--- src/rtl/fdmd_pkg.sv ---
package fdmd_pkg;

    localparam int LANES            = 8;
    localparam int PIX_W            = 8;
    localparam int MAX_FRAME_GROUPS = 32768;
    localparam int GIDX_W           = $clog2(MAX_FRAME_GROUPS);
    localparam int GRP_W            = 16;
    localparam int MAX_HISTORY      = 64;
    localparam int RIDX_W           = $clog2(MAX_HISTORY);
    localparam int HIST_W           = 7;
    localparam int GSUM_W           = PIX_W + $clog2(LANES) + 1;
    localparam int SAD_W            = 26;
    localparam int TOTAL_W          = 32;
    localparam int THR_W            = 16;
    localparam int RUN_W            = 8;
    localparam int TICK_W           = 32;
    localparam int FULL_SCALE       = LANES * 255;
    localparam int FS_W             = $clog2(FULL_SCALE + 1);
    localparam int A_W              = THR_W + HIST_W;
    localparam int B_W              = GRP_W + FS_W;
    localparam int RHS_W            = A_W + B_W;
    localparam int ADDR_W           = 5;

    localparam logic [1:0] EV_NONE  = 2'd0;
    localparam logic [1:0] EV_START = 2'd1;
    localparam logic [1:0] EV_STOP  = 2'd2;

    localparam logic [2:0] REG_GROUPS  = 3'd0;
    localparam logic [2:0] REG_HIST    = 3'd1;
    localparam logic [2:0] REG_THR     = 3'd2;
    localparam logic [2:0] REG_START   = 3'd3;
    localparam logic [2:0] REG_PRESTOP = 3'd4;
    localparam logic [2:0] REG_CANCEL  = 3'd5;
    localparam logic [2:0] REG_STOP    = 3'd6;

    typedef struct packed {
        logic [HIST_W-1:0] history_len;
        logic [THR_W-1:0]  threshold;
        logic [RUN_W-1:0]  start_count;
        logic [RUN_W-1:0]  prestop_frames;
        logic [RUN_W-1:0]  cancel_frames;
        logic [TICK_W-1:0] stop_ticks;
    } t_cfg;

    typedef struct packed {
        logic [1:0]       motion_event;
        logic [SAD_W-1:0] frame_sad;
        logic             motion_on;
    } t_result;

endpackage

--- src/rtl/fdmd_lane.sv ---
module fdmd_lane (
    input  logic                      i_clk,
    input  logic                      i_en,
    input  logic [fdmd_pkg::PIX_W-1:0] i_cur,
    input  logic [fdmd_pkg::PIX_W-1:0] i_prev,
    output logic [fdmd_pkg::PIX_W-1:0] o_diff
);
    import fdmd_pkg::*;

    logic [PIX_W-1:0] r_diff;

    always_ff @(posedge i_clk) begin
        if (i_en) begin
            r_diff <= (i_cur > i_prev) ? i_cur - i_prev : i_prev - i_cur;
        end
    end

    assign o_diff = r_diff;

endmodule

--- config.mk ---
export PLATFORM = sky130hd
export DESIGN_NAME = fdmd_lane
export DESIGN_NICKNAME = d
export VERILOG_FILES = /design/src/rtl/fdmd_pkg.sv /design/src/rtl/fdmd_lane.sv
export SDC_FILE = /design/constraint.sdc
export NUM_CORES = 1
export LEC_CHECK = 0
export BUFFER_PORTS_ARGS = -buffer_cell sky130_fd_sc_hd__buf_2
export CORE_MARGIN = 5
export CORE_UTILIZATION = 48
export DETAILED_ROUTE_END_ITERATION = 8
export GPL_ROUTABILITY_DRIVEN = 0
export PLACE_DENSITY = 0.75
export REMOVE_ABC_BUFFERS = 1
export SYNTH_ARGS = -nofsm -noshare
export SYNTH_HDL_FRONTEND = slang
export SYNTH_SLANG_ARGS = --single-unit
export TNS_END_PERCENT = 1
--- constraint.sdc ---
create_clock -name i_clk -period 2.89 [get_ports i_clk]
set_clock_uncertainty 0.05 [all_clocks]
set_input_delay 0.289 -clock i_clk [delete_from_list [all_inputs] [get_ports i_clk]]
set_output_delay 0.289 -clock i_clk [all_outputs]
set_load 0.02 [all_outputs]
After elaboration in Yosys (flattened, before gate mapping) --
Cells that the tools add are included.
Word-level totals: register bits after elaboration 8, input port bits 18, output and inout bits 8, word-level logic and storage cells 5
Cells by class: add/subtract/negate cells 2, magnitude comparators 1, mux-type cells 1
Operators by type and width (count):
- 8-bit subtractor | 2
- 8-bit > comparator | 1
- 8-bit two-way mux | 1

Longest topological paths before layout --
word-level depth 2, mapped depth 9, gate-level depth less buffers 8

Least setup slack after synthesis --
No wires, ideal clock.
path type input to register, start point input i_cur[0] (netlist bit), end point register r_diff[2] (netlist: o_diff[2]) (data pin), arrival 1.739 ns, required time 2.577 ns, path slack 0.838 ns, stages on the path 9, path through inv_1 > ha_1 > fa_1 > nand3b_1 > a21oi_1 > o22a_1 > buf_6 > mux2i_1 > xor2_1
On the way: cells in the longest elaborated chain, start to end 2, elaborated cells between the ends (all ways) 4
Ends and longest elaborated chain:
- from (decl) | RTL line fdmd_lane.sv:4 | input logic [fdmd_pkg::PIX_W-1:0] i_cur,
- 8-bit subtractor or 8-bit > comparator (tied branches) | RTL line fdmd_lane.sv:14 | r_diff <= (i_cur > i_prev) ? i_cur - i_prev : i_prev - i_cur;
- 8-bit two-way mux (*) | RTL line fdmd_lane.sv:14
- to (signal assigned) | RTL line fdmd_lane.sv:14
- to (decl) | RTL line fdmd_lane.sv:10 | logic [PIX_W-1:0] r_diff;
Mark *: on every way between the ends. The rest lies on a longest branch, timed or not. A chain may end at the register's enable or synchronous reset.

Worst setup path after layout --
start point input i_cur[0] (netlist bit), end point register r_diff[5] (netlist: o_diff[5]) (data pin)
Same word-level chain as after synthesis.

==> flow_metrics.env <==
export IMPL_critPathLaunch="i_cur[0]"
export IMPL_irDropWorstVdd_mv=0.154
export IMPL_timing_critical_path_from_type="primary input"
export IMPL_num_vias=763
export IMPL_design_final_nets=155
export IMPL_relSlewSlack_pct=69.3
export IMPL_drt_first_iter_violations=16
export IMPL_clk_pin_slew_worst_paths_ns=0.05
export IMPL_layout_drive_gt1_share_pct=27.1
export IMPL_mostFrequentLayoutCell="buf_2"
export IMPL_worstHoldPathType="in -> reg"
export IMPL_floorplan_initialDensity_pct=51.7
export IMPL_first_global_vias=746
export IMPL_grt_antenna_before_repair=0
export IMPL_syn_to_final_growth_pct=15.5
export IMPL_cts_root_buffer="clkbuf_4"
export IMPL_tritoncts="done"
export IMPL_worstPathArrival_ns=2.15
export IMPL_worst_pin_slew_ns=0.455
export IMPL_synth_yosys_warnings=0
export IMPL_cts_htree_levels=1
export IMPL_tritoncts_num_sinks=8
export IMPL_ys_ff_latch=8
export IMPL_number_of_detailed_route_iterations_in_the_first_pass=4
export IMPL_cts_repair_resizes=0
export IMPL_syn_area_um2=912
export IMPL_layout_common_cells="25 x buf_2, 16 x inv_1, 15 x ha_1"
export IMPL_leftover_overflow_at_the_end_of_global_routing=0
export IMPL_final_setup_tns_ns=0
export IMPL_drt_drc_violations_left=0
export IMPL_drv_slew=0
export IMPL_diodes=0
export IMPL_final_hold_violation_count=0
export IMPL_core_area_um2=1760
export IMPL_grt_first_pass_wirelength_um=2950
export IMPL_outcome="finished clean"
export IMPL_fp_dieH_um=53.6
export IMPL_top_level_ports=26
export IMPL_fin_worst_hold_slack_ns=0.318
export IMPL_fp_dieArea_um2=2870
export IMPL_die_width_um=53.6
export IMPL_ctsHoldBuffers=0
export IMPL_global_route_usage_total_pct=14.3
export IMPL_setup_violation_total_in_the_final_timing_report=0
export IMPL_clockBufferDepth=2
export IMPL_mean_routed_wirelength_per_cell_um=12.5
export IMPL_synthCells=95
export IMPL_end_kind="register"
export IMPL_syn_area_per_cell_um2=9.60
export IMPL_fmax_mhz=452
export IMPL_post_cts_repair_setup_buffers=0
export IMPL_p_leak_nw=0.546
export IMPL_dp_hpwl_um=1490
export IMPL_timing_final_crit_period_ns=2.21
export IMPL_min_delay_start="i_en"
export IMPL_synth_cell_type_count=24
export IMPL_path_max_fanout=7
export IMPL_required_ns=2.83
export IMPL_synth_sequential_area_ratio_pct=26.3
export IMPL_port_buffers=25
export IMPL_largest_reg_flops=8
export IMPL_post_drt_via_cell_ratio=5.34
export IMPL_setup_repair_after_global_routing_missed_its_margin="no"
export IMPL_power_per_cell_area_nw_per_um2=413
export IMPL_setup_worst_path_class="in -> reg"
export IMPL_number_of_core_rows=15
export IMPL_fill_cells=173
export IMPL_post_route_period_util_pct=76.5
export IMPL_numCtsBuffers=3
export IMPL_pin_count_of_the_biggest_net_entering_global_routing=12
export IMPL_route_final_wire_length_um=1790
export IMPL_drtAntennaViolNets=0
export IMPL_max_cap_violations=0
==> path summary, 6_finish.rpt <==
kind  depth (start not counted)                  end
max                           9  o_diff[5]$_DFFE_PP_
min                           1  o_diff[3]$_DFFE_PP_
==> cells by family (layout without fill, tap and decap cells) <==
family | Yosys count | after routing | synth area share [%]
muxes | 7 | 7 | 7.68
buffers and inverters | 21 | 44 | 10.7
AOI/OAI and AO/OA | 26 | 26 | 19.1
DFF | 8 | 8 | 26.3
and+or+nand+nor | 10 | 10 | 5.49
adders and majority gates | 17 | 17 | 25.0
xor gates and xnor gates | 6 | 6 | 5.76
==> routing by layer <==
metal,up-vias,wire [um],track usage [%]
li1,380,-,-
met1,342,737,15.6
met2,35,887,25.5
met3,6,116,1.11
met4,0,53,11.1
met5,-,0,0
==> synthesized netlist by cell type <==
| cell type | count | area share (%) |
|---|---|---|
| edfxtp_1 | 8 | 26 |
| xnor2_1 | 2 | 1.9 |
| a21o_2 | 2 | 1.9 |
| nand4_1 | 2 | 1.4 |
| o21bai_1 | 1 | 0.82 |
| fa_1 | 2 | 4.4 |
| mux2i_1 | 7 | 7.7 |
| o22a_1 | 1 | 0.96 |
| buf_6 | 2 | 2.5 |
| o21ai_0 | 6 | 3.3 |
| xor2_1 | 4 | 3.8 |
| a21oi_1 | 5 | 2.7 |
| a211oi_2 | 1 | 1.4 |
| ha_1 | 15 | 21 |
| a211oi_1 | 2 | 1.6 |
| a21o_1 | 2 | 1.6 |
| inv_1 | 16 | 6.6 |
| nor2_1 | 2 | 0.82 |
| nand3b_1 | 1 | 0.82 |
| buf_2 | 3 | 1.6 |
| a31oi_1 | 4 | 2.7 |
| and3_2 | 1 | 0.82 |
| a311oi_1 | 2 | 1.9 |
| nand2_1 | 4 | 1.6 |
==> per-stage QoR <==
step | setup WS, ns | util (%) | cells | instance area [um2] | power (W)
6_report | 0.680 | 59.7 | 143 | 1050 | 0.000435
5_1_grt | 0.508 | 59.7 | 143 | 1050 | 0.000471
4_1_cts | 0.702 | 59.7 | 143 | 1050 | 0.000440
3_5_place_dp | 0.423 | 58.4 | 140 | 1030 | 0.000355
3_3_place_gp | 0.529 | 58.4 | 140 | 1030 | 0.000350
2_1_floorplan | 0.729 | - | 90 | 875 | 0.000298
==> final cells by class <==
class	count	area [um2]	area share [%]
multi-input combinational	66	574	54.5
sequential	8	240	22.8
timing repair buffer	25	125	11.9
inverter	16	60.1	5.70
tap	25	31.3	2.97
clock buffer	3	22.5	2.14
==> critical path, stage by stage <==
cell	delay, ns
buf_2	0.09
inv_1	0.04
ha_1	0.21
fa_1	0.39
nand3b_1	0.20
a21oi_1	0.15
o22a_1	0.41
mux2i_1	0.28
xor2_1	0.09
==> where the power goes <==
part,switching [W],internal [W]
logic,0.000114,0.0000786
clock network,0.0000347,0.0000473
registers,0.00000342,0.000157
(Power assumes the default switching activity.)
