==> src/rtl/fdmd_pkg.sv <==
package fdmd_pkg;

    localparam int LANES            = 8;
    localparam int PIX_W            = 8;
    localparam int MAX_FRAME_GROUPS = 32768;
    localparam int GIDX_W           = $clog2(MAX_FRAME_GROUPS);
    localparam int GRP_W            = 16;
    localparam int MAX_HISTORY      = 64;
    localparam int RIDX_W           = $clog2(MAX_HISTORY);
    localparam int HIST_W           = 7;
    localparam int GSUM_W           = PIX_W + $clog2(LANES) + 1;
    localparam int SAD_W            = 26;
    localparam int TOTAL_W          = 32;
    localparam int THR_W            = 16;
    localparam int RUN_W            = 8;
    localparam int TICK_W           = 32;
    localparam int FULL_SCALE       = LANES * 255;
    localparam int FS_W             = $clog2(FULL_SCALE + 1);
    localparam int A_W              = THR_W + HIST_W;
    localparam int B_W              = GRP_W + FS_W;
    localparam int RHS_W            = A_W + B_W;
    localparam int ADDR_W           = 5;

    localparam logic [1:0] EV_NONE  = 2'd0;
    localparam logic [1:0] EV_START = 2'd1;
    localparam logic [1:0] EV_STOP  = 2'd2;

    localparam logic [2:0] REG_GROUPS  = 3'd0;
    localparam logic [2:0] REG_HIST    = 3'd1;
    localparam logic [2:0] REG_THR     = 3'd2;
    localparam logic [2:0] REG_START   = 3'd3;
    localparam logic [2:0] REG_PRESTOP = 3'd4;
    localparam logic [2:0] REG_CANCEL  = 3'd5;
    localparam logic [2:0] REG_STOP    = 3'd6;

    typedef struct packed {
        logic [HIST_W-1:0] history_len;
        logic [THR_W-1:0]  threshold;
        logic [RUN_W-1:0]  start_count;
        logic [RUN_W-1:0]  prestop_frames;
        logic [RUN_W-1:0]  cancel_frames;
        logic [TICK_W-1:0] stop_ticks;
    } t_cfg;

    typedef struct packed {
        logic [1:0]       motion_event;
        logic [SAD_W-1:0] frame_sad;
        logic             motion_on;
    } t_result;

endpackage

==> src/rtl/fdmd_frame_end.sv <==
module fdmd_frame_end (
    input  logic                          i_clk,
    input  logic                          i_rst_n,
    input  fdmd_pkg::t_cfg                i_cfg,
    input  logic [fdmd_pkg::GRP_W-1:0]    i_groups,
    input  logic                          i_start,
    input  logic [fdmd_pkg::SAD_W-1:0]    i_sad,
    input  logic [fdmd_pkg::TICK_W-1:0]   i_now,
    input  logic                          i_take,
    output logic                          o_valid,
    output fdmd_pkg::t_result             o_result
);
    import fdmd_pkg::*;

    localparam logic [2:0] F_IDLE  = 3'd0;
    localparam logic [2:0] F_WRITE = 3'd1;
    localparam logic [2:0] F_SUM   = 3'd2;
    localparam logic [2:0] F_MUL1  = 3'd3;
    localparam logic [2:0] F_MUL2  = 3'd4;
    localparam logic [2:0] F_DEC   = 3'd5;
    localparam logic [2:0] F_OUT   = 3'd6;

    logic [SAD_W-1:0] ring [MAX_HISTORY];
    logic [SAD_W-1:0] r_q;

    logic [2:0]        r_state, n_state;
    logic [SAD_W-1:0]  r_sad;
    logic [RIDX_W-1:0] r_wi, n_wi;
    logic [HIST_W-1:0] r_fill, n_fill;
    logic [HIST_W-1:0] r_i;
    logic              r_rdv;
    logic [TOTAL_W-1:0] r_total;
    logic [A_W-1:0]    r_a;
    logic [B_W-1:0]    r_b;
    logic [RHS_W-1:0]  r_rhs;
    logic              r_active, n_active;
    logic              r_prestop, n_prestop;
    logic [TICK_W-1:0] r_ptime, n_ptime;
    logic [RUN_W-1:0]  r_high, n_high;
    logic [RUN_W-1:0]  r_low, n_low;
    logic [1:0]        r_event, n_event;

    logic [HIST_W-1:0] hl;
    logic [RIDX_W-1:0] wi_eff;
    logic [HIST_W-1:0] fill_eff;
    logic [RHS_W-1:0]  lhs;
    logic              high;

    always_comb begin
        hl = i_cfg.history_len;
        if (hl == '0) hl = HIST_W'(1);
        if (hl > HIST_W'(MAX_HISTORY)) hl = HIST_W'(MAX_HISTORY);
        wi_eff   = ({1'b0, r_wi} >= hl) ? '0 : r_wi;
        fill_eff = (r_fill > hl) ? hl : r_fill;
        lhs      = RHS_W'({r_total, 16'h0});
        high     = lhs > r_rhs;
    end

    always_ff @(posedge i_clk) begin
        if (r_state == F_WRITE) begin
            ring[wi_eff] <= r_sad;
        end
        r_q <= ring[r_i[RIDX_W-1:0]];
    end

    // frame decision
    always_comb begin
        n_state   = r_state;
        n_wi      = r_wi;
        n_fill    = r_fill;
        n_active  = r_active;
        n_prestop = r_prestop;
        n_ptime   = r_ptime;
        n_high    = r_high;
        n_low     = r_low;
        n_event   = r_event;
        unique case (r_state)
            F_IDLE: begin
                if (i_start) n_state = F_WRITE;
            end
            F_WRITE: begin
                n_wi    = ({1'b0, wi_eff} + 1'b1 >= hl) ? '0 : wi_eff + 1'b1;
                n_fill  = (fill_eff < hl) ? fill_eff + 1'b1 : fill_eff;
                n_state = F_SUM;
            end
            F_SUM: begin
                if (r_i >= r_fill && !r_rdv) n_state = F_MUL1;
            end
            F_MUL1: n_state = F_MUL2;
            F_MUL2: n_state = F_DEC;
            F_DEC: begin
                n_event = EV_NONE;
                n_state = F_OUT;
                if (!r_active) begin
                    n_high = high ? ((r_high == '1) ? r_high : r_high + 1'b1) : '0;
                    if (n_high >= i_cfg.start_count) begin
                        n_active  = 1'b1;
                        n_high    = '0;
                        n_low     = '0;
                        n_prestop = 1'b0;
                        n_event   = EV_START;
                    end
                end else if (!r_prestop) begin
                    if (!high) begin
                        n_low = (r_low == '1) ? r_low : r_low + 1'b1;
                        if (n_low >= i_cfg.prestop_frames) begin
                            n_prestop = 1'b1;
                            n_ptime   = i_now;
                        end
                    end else begin
                        n_low = '0;
                    end
                end else if (high) begin
                    n_high = (r_high == '1) ? r_high : r_high + 1'b1;
                    if (n_high >= i_cfg.cancel_frames) begin
                        n_prestop = 1'b0;
                        n_high    = '0;
                        n_low     = '0;
                    end
                end else if (i_now - r_ptime >= i_cfg.stop_ticks) begin
                    n_active  = 1'b0;
                    n_prestop = 1'b0;
                    n_event   = EV_STOP;
                end
            end
            F_OUT: begin
                if (i_take) n_state = F_IDLE;
            end
            default: n_state = F_IDLE;
        endcase
    end

    always_ff @(posedge i_clk) begin
        if (!i_rst_n) begin
            r_state   <= F_IDLE;
            r_wi      <= '0;
            r_fill    <= '0;
            r_active  <= 1'b0;
            r_prestop <= 1'b0;
            r_ptime   <= '0;
            r_high    <= '0;
            r_low     <= '0;
            r_event   <= EV_NONE;
            r_rdv     <= 1'b0;
            r_i       <= '0;
        end else begin
            r_state   <= n_state;
            r_wi      <= n_wi;
            r_fill    <= n_fill;
            r_active  <= n_active;
            r_prestop <= n_prestop;
            r_ptime   <= n_ptime;
            r_high    <= n_high;
            r_low     <= n_low;
            r_event   <= n_event;
            r_rdv     <= (r_state == F_SUM) && (r_i < r_fill);
            if (r_state == F_WRITE) begin
                r_i <= '0;
            end else if (r_state == F_SUM && r_i < r_fill) begin
                r_i <= r_i + 1'b1;
            end
        end
    end

    always_ff @(posedge i_clk) begin
        if (r_state == F_IDLE && i_start) begin
            r_sad <= i_sad;
        end
        if (r_state == F_WRITE) begin
            r_total <= '0;
        end else if (r_state == F_SUM && r_rdv) begin
            r_total <= r_total + TOTAL_W'(r_q);
        end
        if (r_state == F_MUL1) begin
            r_a <= A_W'(i_cfg.threshold) * A_W'(r_fill);
            r_b <= B_W'(i_groups) * B_W'(FULL_SCALE);
        end
        if (r_state == F_MUL2) begin
            r_rhs <= r_a * r_b;
        end
    end

    assign o_valid                = (r_state == F_OUT);
    assign o_result.motion_event  = r_event;
    assign o_result.frame_sad     = r_sad;
    assign o_result.motion_on     = r_active;

endmodule

==> config.mk <==
export PLATFORM = sky130hd
export DESIGN_NAME = fdmd_frame_end
export DESIGN_NICKNAME = d
export VERILOG_FILES = /design/src/rtl/fdmd_pkg.sv /design/src/rtl/fdmd_frame_end.sv
export SDC_FILE = /design/constraint.sdc
export NUM_CORES = 2
export LEC_CHECK = 0
export ABC_AREA = 0
export BUFFER_PORTS_ARGS = -buffer_cell sky130_fd_sc_hd__buf_2
export CAP_MARGIN = 10
export CORE_MARGIN = 8
export CORE_UTILIZATION = 30
export CTS_CLUSTER_DIAMETER = 100
export DETAILED_ROUTE_END_ITERATION = 7
export HOLD_SLACK_MARGIN = 0.06
export RECOVER_POWER = 25
export SYNTH_ARGS = -nofsm -noshare
export SYNTH_HDL_FRONTEND = slang
export SYNTH_SLANG_ARGS = --single-unit
==> constraint.sdc <==
create_clock -name i_clk -period 16.9 [get_ports i_clk]
set_input_delay 3.38 -clock i_clk [delete_from_list [all_inputs] [get_ports i_clk]]
set_output_delay 3.38 -clock i_clk [all_outputs]
set_load 0.05 [all_outputs]
* Word level (Yosys, flattened, before mapping)
Memories as Yosys holds them, arrays and structs flattened. A register that Yosys moved wholly into a read port is not among the register bits.
Cells that the tools add are included.
** Cells by class
- Multiplexer cells :: 43
- Magnitude comparators :: 12
- Reduce and logical (&&, ||, !) cells :: 14
- Add/subtract/negate cells :: 8
- $mul :: 3
- Bitwise logic cells :: 3
- Equal/unequal tests :: 15
** Operator list (number)
- two-way mux 8 bit :: 14
- greater-than comparator 48 x 50 -> 1 bit :: 1
- multiplier 23 x 24 -> 47 bit :: 1
- adder 32 x 26 -> 32 bit :: 1
- >= comparator 32 bit :: 1
- subtractor 32 bit :: 1
- two-way mux 7 bit :: 4
- >= comparator 8 bit :: 3
- multiplier 16 x 8 -> 24 bit (second input constant) :: 1
- multiplier 16 x 7 -> 23 bit :: 1
- one-hot mux 3 bit (7 select lines) :: 1
- adder 8 x 1 -> 8 bit (second input constant) :: 2
- == test 8 bit (second input constant) :: 2
- two-way mux 1 bit :: 15
- adder 7 x 1 -> 7 bit (second input constant) :: 2
- >= comparator 7 bit :: 2
- < comparator 7 bit :: 2
- two-way mux 6 bit :: 2
- == test 3 bit (second input constant) :: 3
- two-way mux 3 bit :: 3
- two-way mux 2 bit :: 4
- adder 6 x 1 -> 7 bit (second input constant) :: 1
- >= comparator 6 x 7 -> 1 bit :: 1
- greater-than comparator 7 bit :: 1
- other kinds (18) :: 29
** Word-level totals
- Output and inout bits :: 30
- Flip-flop bits (word level) :: 228
- Memory bits (writable) :: 1664
- Memories :: 1
- Word-level logic and storage cells :: 115
- Bits of input ports :: 157
** Memory list
- ring :: depth 64, width 26, read ports 1, clocked after memory_dff 1, wr ports 1, RTL line fdmd_frame_end.sv:23 : logic [SAD_W-1:0] ring [MAX_HISTORY];

* Depth between registers and ports, before layout
- Depth in word-level cells :: 9
- Gate-level depth with buffers :: 28
- Depth with buffers taken out :: 27

* Worst setup path before layout
No wires, ideal clock.
- Path kind :: input port to flip-flop
- Start point :: in i_cfg[61] (netlist bit)
- End point :: reg r_a[21] (data pin)
- Arrival :: 7.409 ns
- Path buffers :: 0
- Data required time :: 16.643 ns
- Library setup time :: 0.257 ns
- Path slack :: 9.234 ns
- Stages on the path :: 16
- Cells stage by stage :: and2_1 -> fa_1 -> inv_1 -> fa_1 -> fa_1 -> inv_1 -> fa_1 -> ha_1 -> a21oi_1 -> o21ai_0 -> a41oi_1 -> a2111oi_0 -> o21a_1 -> o21a_1 -> o211a_1 -> xor2_1
** Between the ends
- Word-level cells in the longest chain between the ends :: 1
** Ends and longest elaborated chain
- start, declared :: RTL line fdmd_frame_end.sv:4 : input fdmd_pkg::t_cfg i_cfg,
- multiplier 16 x 7 -> 23 bit :: RTL line fdmd_frame_end.sv:175 : r_a <= A_W'(i_cfg.threshold) * A_W'(r_fill);
- end signal, assigned :: RTL line fdmd_frame_end.sv:175
- end, declared :: RTL line fdmd_frame_end.sv:33 : logic [A_W-1:0] r_a;
Every way passes these cells.
A chain may end at the register's enable or synchronous reset.

* Worst setup path in the final report
- Start point :: reg r_b[13]
- End point :: reg r_rhs[49] (data pin)
** Between the ends
- Word-level cells in the longest chain between the ends :: 1
** Ends and longest elaborated chain
- start, declared :: RTL line fdmd_frame_end.sv:34 : logic [B_W-1:0] r_b;
- start signal, assigned :: RTL line fdmd_frame_end.sv:176 : r_b <= B_W'(i_groups) * B_W'(FULL_SCALE);
- multiplier 23 x 24 -> 47 bit :: RTL line fdmd_frame_end.sv:179 : r_rhs <= r_a * r_b;
- end signal, assigned :: RTL line fdmd_frame_end.sv:179
- end, declared :: RTL line fdmd_frame_end.sv:35 : logic [RHS_W-1:0] r_rhs;
Every way passes these cells.

==> flow_metrics.env <==
export IMPL_status="finished with violations"
export IMPL_violations="capacitance limit, slew limit"
export IMPL_synth_top_cell_by_area="edfxtp_1"
export IMPL_ir_drop_mv=0.950
export IMPL_final_common_cell="edfxtp_1"
export IMPL_cts_buffers=204
export IMPL_port_buffers=186
export IMPL_dp_hpwl_um=171000
export IMPL_drt_wl_total_um=253000
export IMPL_vias=56600
export IMPL_cp_required_ns=17.47
export IMPL_via_per_inst=4.89
export IMPL_r2r_start="r_b[13]"
export IMPL_worstPathArrival_ns=8.93
export IMPL_grt_usage_pct=13.8
export IMPL_worst_setup_path_start_kind="flip-flop"
export IMPL_critical_path_class="flip-flop to flip-flop"
export IMPL_layout_min_cycle_time_ns=8.36
export IMPL_intPower_uw=13300
export IMPL_min_period_over_period_pct=49.5
export IMPL_clkSinkCount=1918
export IMPL_ioPinCount=187
export IMPL_start_util_pct=30.0
export IMPL_cts_setup_buffers=0
export IMPL_worst_setup_path_end_kind="flip-flop"
export IMPL_ant_nets=0
export IMPL_num_rows=214
export IMPL_clock_latency_ns=0.88
export IMPL_worstHoldStart="r_event[0]"
export IMPL_p_sw_uw=9140
export IMPL_swShare_pct=40.7
export IMPL_overflow=0
export IMPL_cts_max_level=4
export IMPL_syn_area_um2=102000
export IMPL_synth_top_area_share_pct=52.7
export IMPL_hold_buffers=0
export IMPL_dieArea_um2=358000
export IMPL_grt_pass1_wl_um=378000
export IMPL_area_growth_pct=13.3
export IMPL_holdPathStages=2
export IMPL_synth_flop_cell="edfxtp_1"
export IMPL_reg2reg_slack_ns=8.54
export IMPL_syn_avg_cell_area_um2=15.3
export IMPL_fp_dieH_um=598
export IMPL_postLayoutCoreUtil_pct=34.0
export IMPL_worst_pin_slew_ns=3.85
export IMPL_grt_start_max_net_pins=105
export IMPL_ys_seq_area_share_pct=55.3
export IMPL_pwr_share_seq_pct=26.6
export IMPL_grt_pass1_vias=58100
export IMPL_relSlewSlack_pct=-157
export IMPL_nets=8072
export IMPL_r2r_cells=24
export IMPL_clock_power_share_pct=20.0
export IMPL_synthCells=6654
export IMPL_fmax_mhz=120
export IMPL_synthTopCellsByArea="edfxtp_1 53%, mux4_2 12%, fa_1 12%"
export IMPL_rsz0062_at_grt="no"
export IMPL_maxSlewViolCount=1374
export IMPL_holdPathEnd="r_event[0]"
export IMPL_wl_per_cell_um=21.8
export IMPL_synth_warnings=0
export IMPL_hold_ws_ns=0.451
export IMPL_final_cell_mix="1784 x edfxtp_1, 839 x inv_1, 600 x fa_1"
export IMPL_cts_tree="yes"
export IMPL_hold_viol=0
export IMPL_combPwrFrac_pct=53.4
export IMPL_root_buffer="clkbuf_16"
export IMPL_routabilityCongestion=0.844
export IMPL_coreArea_um2=339000
export IMPL_ys_async_sr_fraction_pct=0
export IMPL_power_leakage_uw=0.0416
export IMPL_ys_seq_elements=1918
export IMPL_hold_class="flip-flop to flip-flop"
export IMPL_syn_nets=7852
export IMPL_synth_distinct_cells=83
export IMPL_antenna_found_initial=16
export IMPL_clkTransAtPathRegs_ns=0.06
export IMPL_drive_gt1_share_pct=17.4
export IMPL_setup_tns_ns=0
export IMPL_powerDensity_nw_per_um2=195
export IMPL_die_width_um=598
export IMPL_regToRegEndpoint="r_rhs[49]"
export IMPL_synth_enable_flop_cells=1784
export IMPL_cap_violations=21
export IMPL_drtIter0Drc=5292
export IMPL_cts_resized=0
export IMPL_cp_max_fo=23
export IMPL_finalClockSkew_ns=0.102
export IMPL_drt_pass1_iterations=6
export IMPL_setup_viol=0
export IMPL_cts_buffer_depth=4
export IMPL_drc=0
## kinds of logic (layout without fill, tap and decap cells)
logic type,count (synthesis),count (layout),share of synthesized area [%]
XOR/XNOR,148,148,1.27
other,0,8,0
AND/OR/NAND/NOR,1303,1303,6.08
multiplexers,587,587,12.5
adder cells (fa/ha/maj),1041,1041,17.2
flip-flops,1918,1918,55.3
buffers and inverters,1116,1497,4.13
AO/OA/AOI/OAI,541,541,3.49
## worst max-delay path, stage by stage, from the launching register on
cell	delay (ns)
edfxtp_1	1.09
and2_1	0.28
fa_1	0.42
fa_1	0.53
inv_1	0.05
fa_1	0.47
inv_1	0.05
fa_1	0.50
inv_1	0.06
fa_1	0.53
inv_1	0.05
fa_1	0.49
inv_1	0.05
fa_1	0.49
inv_1	0.04
ha_1	0.37
a221o_1	0.34
or3_1	0.35
a31oi_1	0.24
nor3_1	0.16
o31ai_1	0.41
nand3_1	0.19
a221oi_1	0.53
o21a_1	0.23
o32ai_1	0.10
## stage by stage
stage	power, uW	cells	setup WS, ns	area, um^2
after floorplan	14600	6654	9.23	102000
after global placement	18000	11200	8.34	109000
after detailed placement	18100	11200	8.55	109000
after CTS	22700	11600	8.50	115000
after global routing	24300	11600	8.10	115000
final	22400	11600	8.54	115000
## layout make-up
class                   count  area [um^2]
fillers                 32300       223000
flip-flops and latches   1918        56300
multi-input cells        3620        41800
well taps                4536         5680
clock buffers             242         5310
inverters                 840         3150
repair buffers            290         1650
clock inverters           125         1370
diodes                      8         20.0
## flip-flops by register name (all words and copies together), names as in the netlist, 23 cells and up
name and count:
r_a 23, r_b 24, r_ptime 32, r_q 26
r_rhs 47, r_sad 26, r_total 32, ring 1664
## synth_stat cells, drive strengths merged, types with 5 or more instances
cell type	instances
o22ai	5
a32o	6
nor2b	36
nand4	31
nand2b	33
o211ai	11
or3	12
nor3	36
xor2	46
clkbuf	228
o21ai	108
a2111oi	6
and3	17
or2	5
fa	600
a21oi	177
a211o	6
a21o	97
o21bai	13
o41ai	7
mux4	546
nand2	538
a211oi	15
nand3	50
inv	840
edfxtp	1784
nand4b	5
and2	285
xnor2	102
nand3b	7
a221oi	5
ha	441
dfxtp	134
nor2	228
mux2i	38
o31ai	8
a31oi	14
buf	48
o21a	30
## metal layers
metal | track usage [%] | vias to the layer above | routed length [um]
li1 | - | 24500 | -
met1 | 19.6 | 29800 | 109000
met2 | 22.1 | 2006 | 119000
met3 | 2.15 | 333 | 18100
met4 | 3.54 | 0 | 6170
met5 | 0 | - | 0
## worst max path at each step
stage	start	endpoint	slack [ns]	cells past startpoint
after floorplan	i_cfg[61]	r_a[21]	9.23	16
after global placement	i_cfg[73]	ring[42][18]	8.34	17
after detailed placement	i_cfg[73]	ring[42][8]	8.55	17
after CTS	r_a[6]	r_rhs[49]	8.50	24
after global routing	r_a[6]	r_rhs[43]	8.10	24
final	r_b[13]	r_rhs[49]	8.54	24
## power by group through the flow
stage                     registers (uW)  clock network [uW]  logic [uW]
after floorplan                     6080                   0        8550
after global placement              6050                   0       12000
after detailed placement            6050                   0       12000
after CTS                           5950                4570       12200
after global routing                5980                4740       13600
final                               5970                4490       12000
Note: power is estimated with default switching activity, not from simulation.
