**src/rtl/fdmd_pkg.sv**
```systemverilog
package fdmd_pkg;

    localparam int LANES            = 8;
    localparam int PIX_W            = 8;
    localparam int MAX_FRAME_GROUPS = 32768;
    localparam int GIDX_W           = $clog2(MAX_FRAME_GROUPS);
    localparam int GRP_W            = 16;
    localparam int MAX_HISTORY      = 64;
    localparam int RIDX_W           = $clog2(MAX_HISTORY);
    localparam int HIST_W           = 7;
    localparam int GSUM_W           = PIX_W + $clog2(LANES) + 1;
    localparam int SAD_W            = 26;
    localparam int TOTAL_W          = 32;
    localparam int THR_W            = 16;
    localparam int RUN_W            = 8;
    localparam int TICK_W           = 32;
    localparam int FULL_SCALE       = LANES * 255;
    localparam int FS_W             = $clog2(FULL_SCALE + 1);
    localparam int A_W              = THR_W + HIST_W;
    localparam int B_W              = GRP_W + FS_W;
    localparam int RHS_W            = A_W + B_W;
    localparam int ADDR_W           = 5;

    localparam logic [1:0] EV_NONE  = 2'd0;
    localparam logic [1:0] EV_START = 2'd1;
    localparam logic [1:0] EV_STOP  = 2'd2;

    localparam logic [2:0] REG_GROUPS  = 3'd0;
    localparam logic [2:0] REG_HIST    = 3'd1;
    localparam logic [2:0] REG_THR     = 3'd2;
    localparam logic [2:0] REG_START   = 3'd3;
    localparam logic [2:0] REG_PRESTOP = 3'd4;
    localparam logic [2:0] REG_CANCEL  = 3'd5;
    localparam logic [2:0] REG_STOP    = 3'd6;

    typedef struct packed {
        logic [HIST_W-1:0] history_len;
        logic [THR_W-1:0]  threshold;
        logic [RUN_W-1:0]  start_count;
        logic [RUN_W-1:0]  prestop_frames;
        logic [RUN_W-1:0]  cancel_frames;
        logic [TICK_W-1:0] stop_ticks;
    } t_cfg;

    typedef struct packed {
        logic [1:0]       motion_event;
        logic [SAD_W-1:0] frame_sad;
        logic             motion_on;
    } t_result;

endpackage

```
**src/rtl/fdmd_merge.sv**
```systemverilog
module fdmd_merge (
    input  logic                                          i_clk,
    input  logic                                          i_rst_n,
    input  logic [fdmd_pkg::LANES-1:0][fdmd_pkg::PIX_W-1:0] i_diff,
    input  logic                                          i_valid,
    input  logic                                          i_last,
    output logic                                          o_done,
    output logic [fdmd_pkg::SAD_W-1:0]                    o_sad
);
    import fdmd_pkg::*;

    logic [SAD_W-1:0]  r_acc;
    logic [SAD_W-1:0]  r_sad;
    logic              r_done;
    logic [GSUM_W-1:0] sum;
    logic [SAD_W-1:0]  n_acc;

    always_comb begin
        sum = '0;
        for (int k = 0; k < LANES; k++) begin
            sum = sum + GSUM_W'(i_diff[k]);
        end
        n_acc = r_acc + SAD_W'(sum);
    end

    always_ff @(posedge i_clk) begin
        if (!i_rst_n) begin
            r_acc  <= '0;
            r_done <= 1'b0;
        end else begin
            r_done <= i_valid && i_last;
            if (i_valid) begin
                r_acc <= i_last ? '0 : n_acc;
            end
        end
    end

    always_ff @(posedge i_clk) begin
        if (i_valid && i_last) begin
            r_sad <= n_acc;
        end
    end

    assign o_done = r_done;
    assign o_sad  = r_sad;

endmodule

```
**config.mk**
```make
export PLATFORM = sky130hd
export DESIGN_NAME = fdmd_merge
export DESIGN_NICKNAME = d
export VERILOG_FILES = /design/src/rtl/fdmd_pkg.sv /design/src/rtl/fdmd_merge.sv
export SDC_FILE = /design/constraint.sdc
export NUM_CORES = 1
export LEC_CHECK = 0
export BUFFER_PORTS_ARGS = -buffer_cell sky130_fd_sc_hd__buf_2
export CAP_MARGIN = 20
export CELL_PAD_IN_SITES_DETAIL_PLACEMENT = 0
export CELL_PAD_IN_SITES_GLOBAL_PLACEMENT = 1
export CORE_UTILIZATION = 46
export CTS_CLUSTER_SIZE = 28
export DETAILED_ROUTE_END_ITERATION = 12
export PLACE_DENSITY_LB_ADDON = 0.1
export SYNTH_ARGS = -nofsm -noshare
export SYNTH_HDL_FRONTEND = slang
export SYNTH_SLANG_ARGS = --single-unit
```
**constraint.sdc**
```tcl
create_clock -name i_clk -period 12.5 [get_ports i_clk]
set_clock_uncertainty 0.2 [all_clocks]
set_input_delay 1.875 -clock i_clk [delete_from_list [all_inputs] [get_ports i_clk]]
set_output_delay 1.875 -clock i_clk [all_outputs]
set_load 0.01 [all_outputs]
```
======== Yosys cells after proc, flatten, opt, wreduce, memory -nomap -nowiden ========
Cells that the tools add are included.
word-level totals
  register bits ........................... 53
  output and inout bits ................... 27
cells by class
  reductions and logical operators ........ 1
  mux-type cells .......................... 1
  add/subtract/negate cells ............... 8
operator list
  operator                 count
  adder 12 x 8 -> 12 bit   3
  adder 26 x 12 -> 26 bit  1
  2-to-1 mux 26 bit        1
  adder 11 x 8 -> 12 bit   1
  adder 10 x 8 -> 11 bit   1
  adder 9 x 8 -> 10 bit    1
  adder 8 x 8 -> 9 bit     1
  logical AND 1 bit        1

======== Longest topological paths before layout ========
Gate-level depths: netlist of run 1.
  depth after elaboration ................. 9
  mapped depth ............................ 18

======== Worst setup path after synthesis of run 1 ========
OpenSTA, ideal clock, no wires.
  kind .................................... input port to flip-flop
  from .................................... input port i_diff[2] (netlist name)
  to ...................................... register r_acc[24]
  cell stages on the path ................. 17
  data arrival time ....................... 6.062 ns
  slack ................................... 6.176 ns
  setup time .............................. 0.062 ns
  path buffers ............................ 0
  path through ............................ inv_1 > fa_1 > inv_1 > fa_1 > fa_1 > inv_1 > fa_1 > inv_1 > ha_1 > inv_1 > fa_1 > and2b_1 > o2111ai_1 > a21o_1 > a2111o_1 > or3_1 > nand3_1
between the ends
  cells in the longest elaborated chain, start to end .. 9
ends and longest elaborated chain
  item                                 RTL line          RTL
  from (decl)                          fdmd_merge.sv:4   input logic [fdmd_pkg::LANES-1:0][fdmd_pkg::PIX_W-1:0] i_diff,
  adder 8 x 8 -> 9 bit                 fdmd_merge.sv:21  sum = sum + GSUM_W'(i_diff[k]);
  adder 9 x 8 -> 10 bit                fdmd_merge.sv:21
  adder 10 x 8 -> 11 bit               fdmd_merge.sv:21
  adder 11 x 8 -> 12 bit               fdmd_merge.sv:21
  adder 12 x 8 -> 12 bit (3 in a row)  fdmd_merge.sv:21
  adder 26 x 12 -> 26 bit              fdmd_merge.sv:23  n_acc = r_acc + SAD_W'(sum);
  2-to-1 mux 26 bit                    fdmd_merge.sv:33  r_acc <= i_last ? '0 : n_acc;
  to (signal assigned)                 fdmd_merge.sv:33
  to (decl)                            fdmd_merge.sv:12  logic [SAD_W-1:0] r_acc;
Every way passes these cells.
A chain may end at the register's enable or synchronous reset.

======== Final worst setup path of run 1 ========
  from .................................... input port i_diff[2] (netlist name)
  to ...................................... register r_sad[22], in the netlist o_sad[22], data pin
between the ends
  cells in the longest elaborated chain, start to end .. 8
ends and longest elaborated chain
  item                                 RTL line          RTL
  adder 8 x 8 -> 9 bit                 fdmd_merge.sv:21
  adder 9 x 8 -> 10 bit                fdmd_merge.sv:21
  adder 10 x 8 -> 11 bit               fdmd_merge.sv:21
  adder 11 x 8 -> 12 bit               fdmd_merge.sv:21
  adder 12 x 8 -> 12 bit (3 in a row)  fdmd_merge.sv:21
  adder 26 x 12 -> 26 bit              fdmd_merge.sv:23
  named net n_acc[22]                  fdmd_merge.sv:16  logic [SAD_W-1:0] n_acc;
  to (signal assigned)                 fdmd_merge.sv:40  r_sad <= n_acc;
  to (decl)                            fdmd_merge.sv:13  logic [SAD_W-1:0] r_sad;
The timed path passes the listed nets, and every way through them passes these cells.

==> impl_metrics.ini, run 1 <==
[clocking]
ctsRootBufferMaster = clkbuf_8
numCtsBuffers = 5
cts_tree = built
cts.reportedPaths.clkPinSlew_ns = 0.09
clkSinkCount = 53
cts_max_level = 2
cts_resized = 0
clock_path_buffers = 2
cts_hold_buf = 0
cts_setup_buffers = 0
worstSkewPairLatency_ns = 0.31

[yosys]
synthesis.nets = 532
ys_seq_elements = 53
avgSynthCellArea_sq_um = 10.6
synthArstFlopShare_pct = 0
synthesis.area_sq_um = 4150
synth_edf_count = 26
synthFlopType = dfxtp_1
yosys_warnings = 0
ys_seq_area_share_pct = 31.9
netlist_instances = 392
synth_cell_types = 52

[sta]
fmax_mhz = 158
hold_violations = 0
setup_tns_ns = 0
tightest_slew_ns = 0.890
slew_headroom_pct = 40.5
setup_violations = 0
fin_crit_ns = 6.32
final_max_slew_viol_count = 0
setup_ws_ns = 6.18
finalCritPeriodShare_pct = 50.5
rsz0062_at_grt = no

[power_and_ir_drop]
p_sw_mw = 0.538
p_int_mw = 0.650
pwr-share-comb_pct = 68.6
power_density_nw_per_um2 = 250
total_power_mw = 1.19
seqPwrFrac_pct = 22.8
p_leak_nw = 2.25
swShare_pct = 45.3
ir_drop_mv = 0.169
power_frac_clock_pct = 8.6

[place]
dp.cells = 582
io_buffers = 94
place.gp.congestion = 0.773
detailedPlace.worstSlack_ns = 5.83
post-dp-hpwl_um = 6210

[setup_path]
path_cells = buf_2 > inv_1 > fa_1 > inv_1 > fa_1 > fa_1 > inv_1 > fa_1 > inv_1 > ha_1 > inv_1 > fa_1 > and2b_1 > o2111ai_1 > a21o_1 > nand2_1 > nand4_1 > xnor2_1
crit_required_ns = 12.36
slowest_stage = fa_1
crit_type = in -> reg
cp-start-kind = input port
critPathMaxFanout = 12
arrival_ns = 6.18
crit_path_end_kind = flop
cpPeakStageDelay_ns = 0.55

[final_layout]
final_cells = 590
area_growth_pct = 14.9
fillerInstances = 799
multi_input_area_sq_um = 2420
final_common_cell = buf_2
nNetsFinal = 621
fin_util_pct = 54.6
diodes = 0
final_cell_mix = 94 x buf_2, 85 x inv_1, 55 x fa_1
drive_above_1_share_pct = 22.6
register_area_sq_um = 1320

[die]
core_sq_um = 8720
dieHeight_um = 96.9
die-area_sq_um = 9400
start_util_pct = 47.5
dieWidth_um = 96.9
io_pins = 95
num_rows = 34

[route]
drtPass1Iterations = 4
route.met2.wl_um = 3980
highest_layer = met4
via_count = 2960
routed_via_density = 5.02
drc = 0
ant_nets = 0
drt-wirelength-per-cell_um = 13.1
drt-initial-drc-count = 98
wl_met3_um = 369
met1_length_um = 3330
drt_wl_total_um = 7720

[grt]
grt_pass1_vias = 3003
grt_usage_pct = 17.9
antenna_found_initial = 0
grt-ovfl-total = 0
grt_max_degree = 22
grt_pass1_wl_um = 13700

[outcome]
status = complete, no violations

[worst_hold_path]
hold_class = reg -> reg

[flow_run]
drv_cap = 0
metal layers:
layer	vias to the layer above	track usage (%)
met1	1417	23.7
met2	77	31.1
met4	0	3.44
met3	5	2.82
li1	1461	-
met5	-	0
registers in the layout, summed over array words and instances (netlist names):
signal and count:
r_acc 26, o_done 1, o_sad 26
cells in the mapped netlist (all sizes together), types with 5 or more instances:
cell    instances  area (sq um)
nand3          12          60.1
fa             55          1100
xor2            5          43.8
clkbuf         10          68.8
a21oi          14          70.1
xnor2          16           140
a22oi           5          37.5
ha             17           213
o21ai          10          61.3
inv            85           319
nor2            9          36.3
dfxtp          27           541
a21o            9          70.1
a31oi           7          43.8
nor2b          10          62.6
o211ai          6          45.0
edfxtp         26           781
nand2          22          82.6
logic make-up after synthesis:
group	share of synthesized area, %
buffers and inverters	9.84
AND/OR/NAND/NOR	9.99
XOR/XNOR	4.44
adder cells (fa/ha/maj)	31.7
AO/OA/AOI/OAI	12.2
flip-flops	31.9
layout make-up:
cell class	count	area share, %
clock inverters	1	0.158
inverters	85	6.70
flip-flops and latches	53	27.7
repair buffers	95	10.0
multi-input cells	241	50.7
well taps	108	2.84
clock buffers	7	1.81
power by group through the flow:
stage	combinational [mW]	sequential (mW)	clock, mW
after floorplan	0.635	0.284	0
after global placement	0.812	0.275	0
after detailed placement	0.823	0.275	0
after CTS	0.832	0.271	0.105
after global routing	0.941	0.273	0.110
final	0.816	0.271	0.102
final timing paths:
path                   from        end  slack, ns  cells after the start
setup / recovery  i_diff[2]  o_sad[22]       6.18                     18
hold / removal    r_acc[10]  r_acc[10]       0.30                      1
setup reg to reg   r_acc[2]  o_sad[22]       7.69                     15
hold reg to reg   r_acc[10]  r_acc[10]       0.30                      1
worst max-delay path: cells and delay by family:
kind | cells | cell delay [ns]
AOI/OAI and AO/OA | 2 | 0.35
adders and majority gates | 6 | 2.63
and+or+nand+nor | 3 | 0.78
xor gates and xnor gates | 1 | 0.18
buffers and inverters | 6 | 0.37
metrics by stage:
| step | instance area [sq um] | hold WS [ns] |
|---|---|---|
| after global placement | 4670 | 0.271 |
| after floorplan | 4150 | 0.256 |
| final | 4760 | 0.298 |
| after global routing | 4760 | 0.317 |
| after CTS | 4760 | 0.300 |
| after detailed placement | 4670 | 0.272 |
Power figures use the tool's default switching activity.
==> run 2: changes to the inputs <==
Settings changed: CORE_UTILIZATION 46 to 38.
Clock period 12.5 ns to 5.34 ns, I/O delays scaled along.
==> run 2 against run 1 <==
Non-clock buffer count grew 9. Worst setup slack worse by 5.9 ns. Combinational power increased by 140%. Critical endpoint is now r_acc[24]. Highest routed layer unchanged.
==> impl_metrics.ini, run 2 (synthesized netlist as in run 1, its figures left out) <==
[sta]
finalHoldWorstSlack_ns = 0.302
fin_crit_ns = 5.08
hold_violations = 0
fmax_mhz = 197
slew_headroom_pct = 44.2
setup_tns_ns = 0
rsz0062_at_grt = no
setup_violations = 0
finalCritPeriodShare_pct = 95.2
tightest_slew_ns = 0.836
final_max_slew_viol_count = 0

[grt]
grt-ovfl-total = 0
grt_max_degree = 22
grt_pass1_wl_um = 14600
antenna_found_initial = 0
grt_pass1_vias = 3189
grt_usage_pct = 16.1

[flow_run]
drv_cap = 0

[setup_path]
arrival_ns = 5.13
path_buf_inv = 6
crit_path_end_kind = flop
critical_path.top_delay_family = adder cells
path_cells = buf_2 > inv_1 > fa_1 > inv_1 > fa_1 > fa_1 > inv_1 > fa_1 > inv_1 > ha_1 > inv_1 > fa_2 > and2b_1 > o2111ai_1 > a21o_1 > a2111o_1 > or3_1 > nand3_1
slowest_stage = fa_1
cp-start-kind = input port
critPathMaxFanout = 3
crit_required_ns = 5.39
cpPeakStageDelay_ns = 0.54
crit_path_frequent_cell = inv_1
r2r_setup_slack_ns = 0.70
crit_type = in -> reg

[route]
routed_via_density = 4.81
drtPass1Iterations = 4
drt-initial-drc-count = 91
drt-wirelength-per-cell_um = 13.0
ant_nets = 0
via_count = 3016
drc = 0
drt_wl_total_um = 8130

[place]
post_dp_cell_area_sq_um = 4760
io_buffers = 94
place.gp.congestion = 0.729
post-dp-hpwl_um = 6600

[die]
dieHeight_um = 106
dieWidth_um = 106
start_util_pct = 39.6
io_pins = 95
num_rows = 37
die-area_sq_um = 11300
core_sq_um = 10500

[clocking]
clkSinkCount = 53
worstSkewPairLatency_ns = 0.31
clock_path_buffers = 2
numCtsBuffers = 5
ctsRootBufferMaster = clkbuf_8
cts.reportedPaths.clkPinSlew_ns = 0.09
cts_tree = built
cts_max_level = 2

[outcome]
status = complete, no violations

[final_layout]
area_growth_pct = 17.3
nNetsFinal = 630
diodes = 0
fillerInstances = 1041
drive_above_1_share_pct = 24.2
final_area_sq_um = 4860
final_common_cell = buf_2
final_cell_mix = 94 x buf_2, 85 x inv_1, 54 x fa_1

[power_and_ir_drop]
ir_drop_mv = 0.309
power_density_nw_per_um2 = 586
p_leak_nw = 2.29

[worst_hold_path]
hold_class = reg -> reg
==> run 2: cell count changes in the layout (fill, tap and decap cells not counted), sizes merged <==
cell | previous run | this run
buf | 95 | 104
==> run 2: metal layers <==
metal  vias up  wire [um]  GRT usage, %
li1       1473          -             -
met1      1473       3650          20.9
met2        65       4100          29.3
met3         5        317          1.90
met4         0         61          2.64
met5         -          0             0
==> run 2: worst register-to-register path, stage by stage (launching register included) <==
cell       delay [ns]
dfxtp_1          0.36
fa_1             0.44
fa_1             0.48
fa_1             0.49
inv_1            0.05
fa_1             0.46
inv_1            0.07
ha_1             0.17
inv_1            0.06
fa_2             0.35
and2b_1          0.23
o2111ai_1        0.12
a21o_1           0.24
a2111o_1         0.42
or3_1            0.35
nand3_1          0.08
==> run 2: through the flow <==
stage | instances | utilization, % | power [mW] | worst slack (ns)
6_report | 627 | 46.5 | 2.85 | 0.257
3_3_place_gp | 618 | 45.5 | 2.65 | -0.143
2_1_floorplan | 392 | - | 2.15 | 0.0904
5_1_grt | 627 | 46.5 | 3.20 | 0.0335
4_1_cts | 626 | 46.3 | 2.90 | 0.140
3_5_place_dp | 618 | 45.5 | 2.66 | -0.160
==> run 2: area by class of cell <==
type	instances	area, sq um	share of cell area (%)
tap	136	170	3.50
multi-input combinational	241	2420	49.8
timing repair buffer	104	546	11.2
sequential	53	1320	27.2
inverter	85	319	6.56
clock buffer	7	76.3	1.57
clock inverter	1	7.51	0.154
==> run 2: worst paths after layout <==
| path | cells past startpoint | startpoint | end |
|---|---|---|---|
| max reg2reg | 15 | r_acc[2] | r_acc[24] |
| min reg2reg | 1 | r_acc[9] | r_acc[9] |
| min | 1 | r_acc[9] | r_acc[9] |
| max | 18 | i_diff[2] | r_acc[24] |
==> run 2: what timing repair did <==
item / in CTS / in global routing
buffers inserted: 0 / 1
endpoints found under the setup margin: 0 / 8
hold buffers: 0 / 0
resized for setup: 0 / 2
==> run 2: power breakdown <==
group | switching (mW) | total, mW | internal (mW)
logic | 1.11 | 1.98 | 0.874
registers | 0.0294 | 0.636 | 0.607
clock network | 0.133 | 0.226 | 0.0933
total | 1.27 | 2.85 | 1.57
==> run 3: changes to the inputs <==
Settings changed: GPL_TIMING_DRIVEN from default to 0, SKIP_LAST_GASP from default to 1.
==> run 3 against run 2 <==
Utilization increased by 0.54 points. Sequential share of layout area decreased by 0.31 points. Fmax decreased by 1.2%. Cell count increased by 0.64%. Worst hold slack improved by 0.0034 ns. Register-to-register slack got worse by 0.11 ns. Clock power about the same. Highest routed layer unchanged.
==> impl_metrics.ini, run 3 (synthesized netlist as in run 1, its figures left out) <==
[outcome]
status = complete, no violations

[clocking]
ctsRootBufferMaster = clkbuf_8
clock_path_buffers = 2
numCtsBuffers = 5
cts_setup_buffers = 0
cts.reportedPaths.clkPinSlew_ns = 0.09
worstSkewPairLatency_ns = 0.31
clkSinkCount = 53
cts_max_level = 2
cts_hold_buf = 0
cts_tree = built

[place]
post-dp-hpwl_um = 6620
io_buffers = 94
place.gp.congestion = 0.741
dp.cells = 623

[setup_path]
cp-start-kind = input port
cpPeakStageDelay_ns = 0.55
critical_path.top_delay_family = adder cells
crit_path_end_kind = flop
slowest_stage = fa_1
path_cells = buf_2 > inv_1 > fa_1 > inv_1 > fa_1 > fa_1 > inv_1 > fa_1 > inv_1 > ha_4 > inv_1 > fa_2 > and2b_1 > o2111ai_2 > a21o_1 > a2111o_1 > or3_1 > nand3_1
crit_path_frequent_cell = inv_1
critPathMaxFanout = 3
arrival_ns = 5.20
crit_type = in -> reg
crit_required_ns = 5.39
path_buf_inv = 6

[final_layout]
area_growth_pct = 18.6
drive_above_1_share_pct = 24.2
nNetsFinal = 634
final_cells = 631
final_common_cell = buf_2
fin_util_pct = 47.0
fillerInstances = 1013
final_cell_mix = 94 x buf_2, 85 x inv_1, 54 x fa_1
diodes = 0

[sta]
setup_violations = 0
fmax_mhz = 194
fin_crit_ns = 5.14
hold_violations = 0
rsz0062_at_grt = no
slew_headroom_pct = 66.8
finalHoldWorstSlack_ns = 0.305
finalCritPeriodShare_pct = 96.3
final_max_slew_viol_count = 0
tightest_slew_ns = 0.497

[die]
die-area_sq_um = 11300
dieHeight_um = 106
io_pins = 95
dieWidth_um = 106
num_rows = 37
start_util_pct = 39.6
core_sq_um = 10500

[route]
drc = 0
via_count = 2976
drt-initial-drc-count = 66
routed_via_density = 4.72
drt-wirelength-per-cell_um = 12.5
drtPass1Iterations = 4
ant_nets = 0
drt_wl_total_um = 7910

[power_and_ir_drop]
power_density_nw_per_um2 = 580
ir_drop_mv = 0.338
p_leak_nw = 2.30

[grt]
grt-ovfl-total = 0
grt_max_degree = 19
antenna_found_initial = 0
grt_pass1_wl_um = 13600
grt_pass1_vias = 3079
grt_usage_pct = 15.2

[flow_run]
drv_cap = 0

[worst_hold_path]
hold_class = reg -> reg
## run 3: changes by cell type in the layout (fill, tap and decap cells not counted), sizes merged
cell / previous run / this run
buf: 104 / 98
clkbuf: 7 / 16
clkinv: 0 / 1
clkinvlp: 1 / 0
inv: 85 / 86
## run 3: worst register-to-register path: cells and delay by family, from the launching register on
family / cells / cell delay, ns
AND/OR/NAND/NOR: 3 / 0.67
buffers and inverters: 3 / 0.21
AO/OA/AOI/OAI: 3 / 0.83
flip-flops: 1 / 0.37
adder cells (fa/ha/maj): 6 / 2.41
## run 3: final timing paths
check,slack [ns],cells after the start,startpoint,endpoint
worst max-delay path,0.20,18,i_diff[2],r_acc[24]
worst min-delay path,0.31,1,r_acc[20],r_acc[20]
worst max register to register,0.59,15,r_acc[2],r_acc[24]
worst min register to register,0.31,1,r_acc[20],r_acc[20]
## run 3: cell type report
class,instances,area [sq um],area share (%)
clock inverters,2,13.8,0.280
well taps,136,170,3.46
repair buffers,95,485,9.87
flip-flops and latches,53,1320,26.9
plain buffers,13,95.1,1.93
clock buffers,6,72.6,1.48
inverters,85,319,6.49
multi-input cells,241,2440,49.6
## run 3: what timing repair did
item / 4_1_cts / 5_1_grt
hold endpoints to repair: 0 / 0
endpoints found under the setup margin: 2 / 12
pin swaps: 2 / 3
resized for setup: 1 / 6
## run 3: power by group
| part | internal, mW | total (mW) | switching (mW) |
|---|---|---|---|
| combinational | 0.869 | 1.99 | 1.12 |
| sequential | 0.606 | 0.637 | 0.0308 |
| clock | 0.0938 | 0.228 | 0.134 |
## run 3: per-stage QoR
step	setup TNS (ns)	instance area, sq um	power (mW)	setup WS (ns)
final	0	4920	2.85	0.195
after CTS	0	4890	2.85	0.0128
after global placement	-1.84	4790	2.58	-0.260
after detailed placement	-3.15	4800	2.61	-0.353
after floorplan	0	4150	2.15	0.0904
after global routing	0	4920	3.16	0.0200
## run 3: metal layers
metal | part of all wire [%] | global-route usage (%) | up-vias
met5 | 0 | 0 | -
li1 | - | - | 1488
met1 | 45 | 20.0 | 1416
met4 | 1.2 | 3.91 | 0
met2 | 49 | 26.4 | 64
met3 | 4.4 | 2.15 | 8
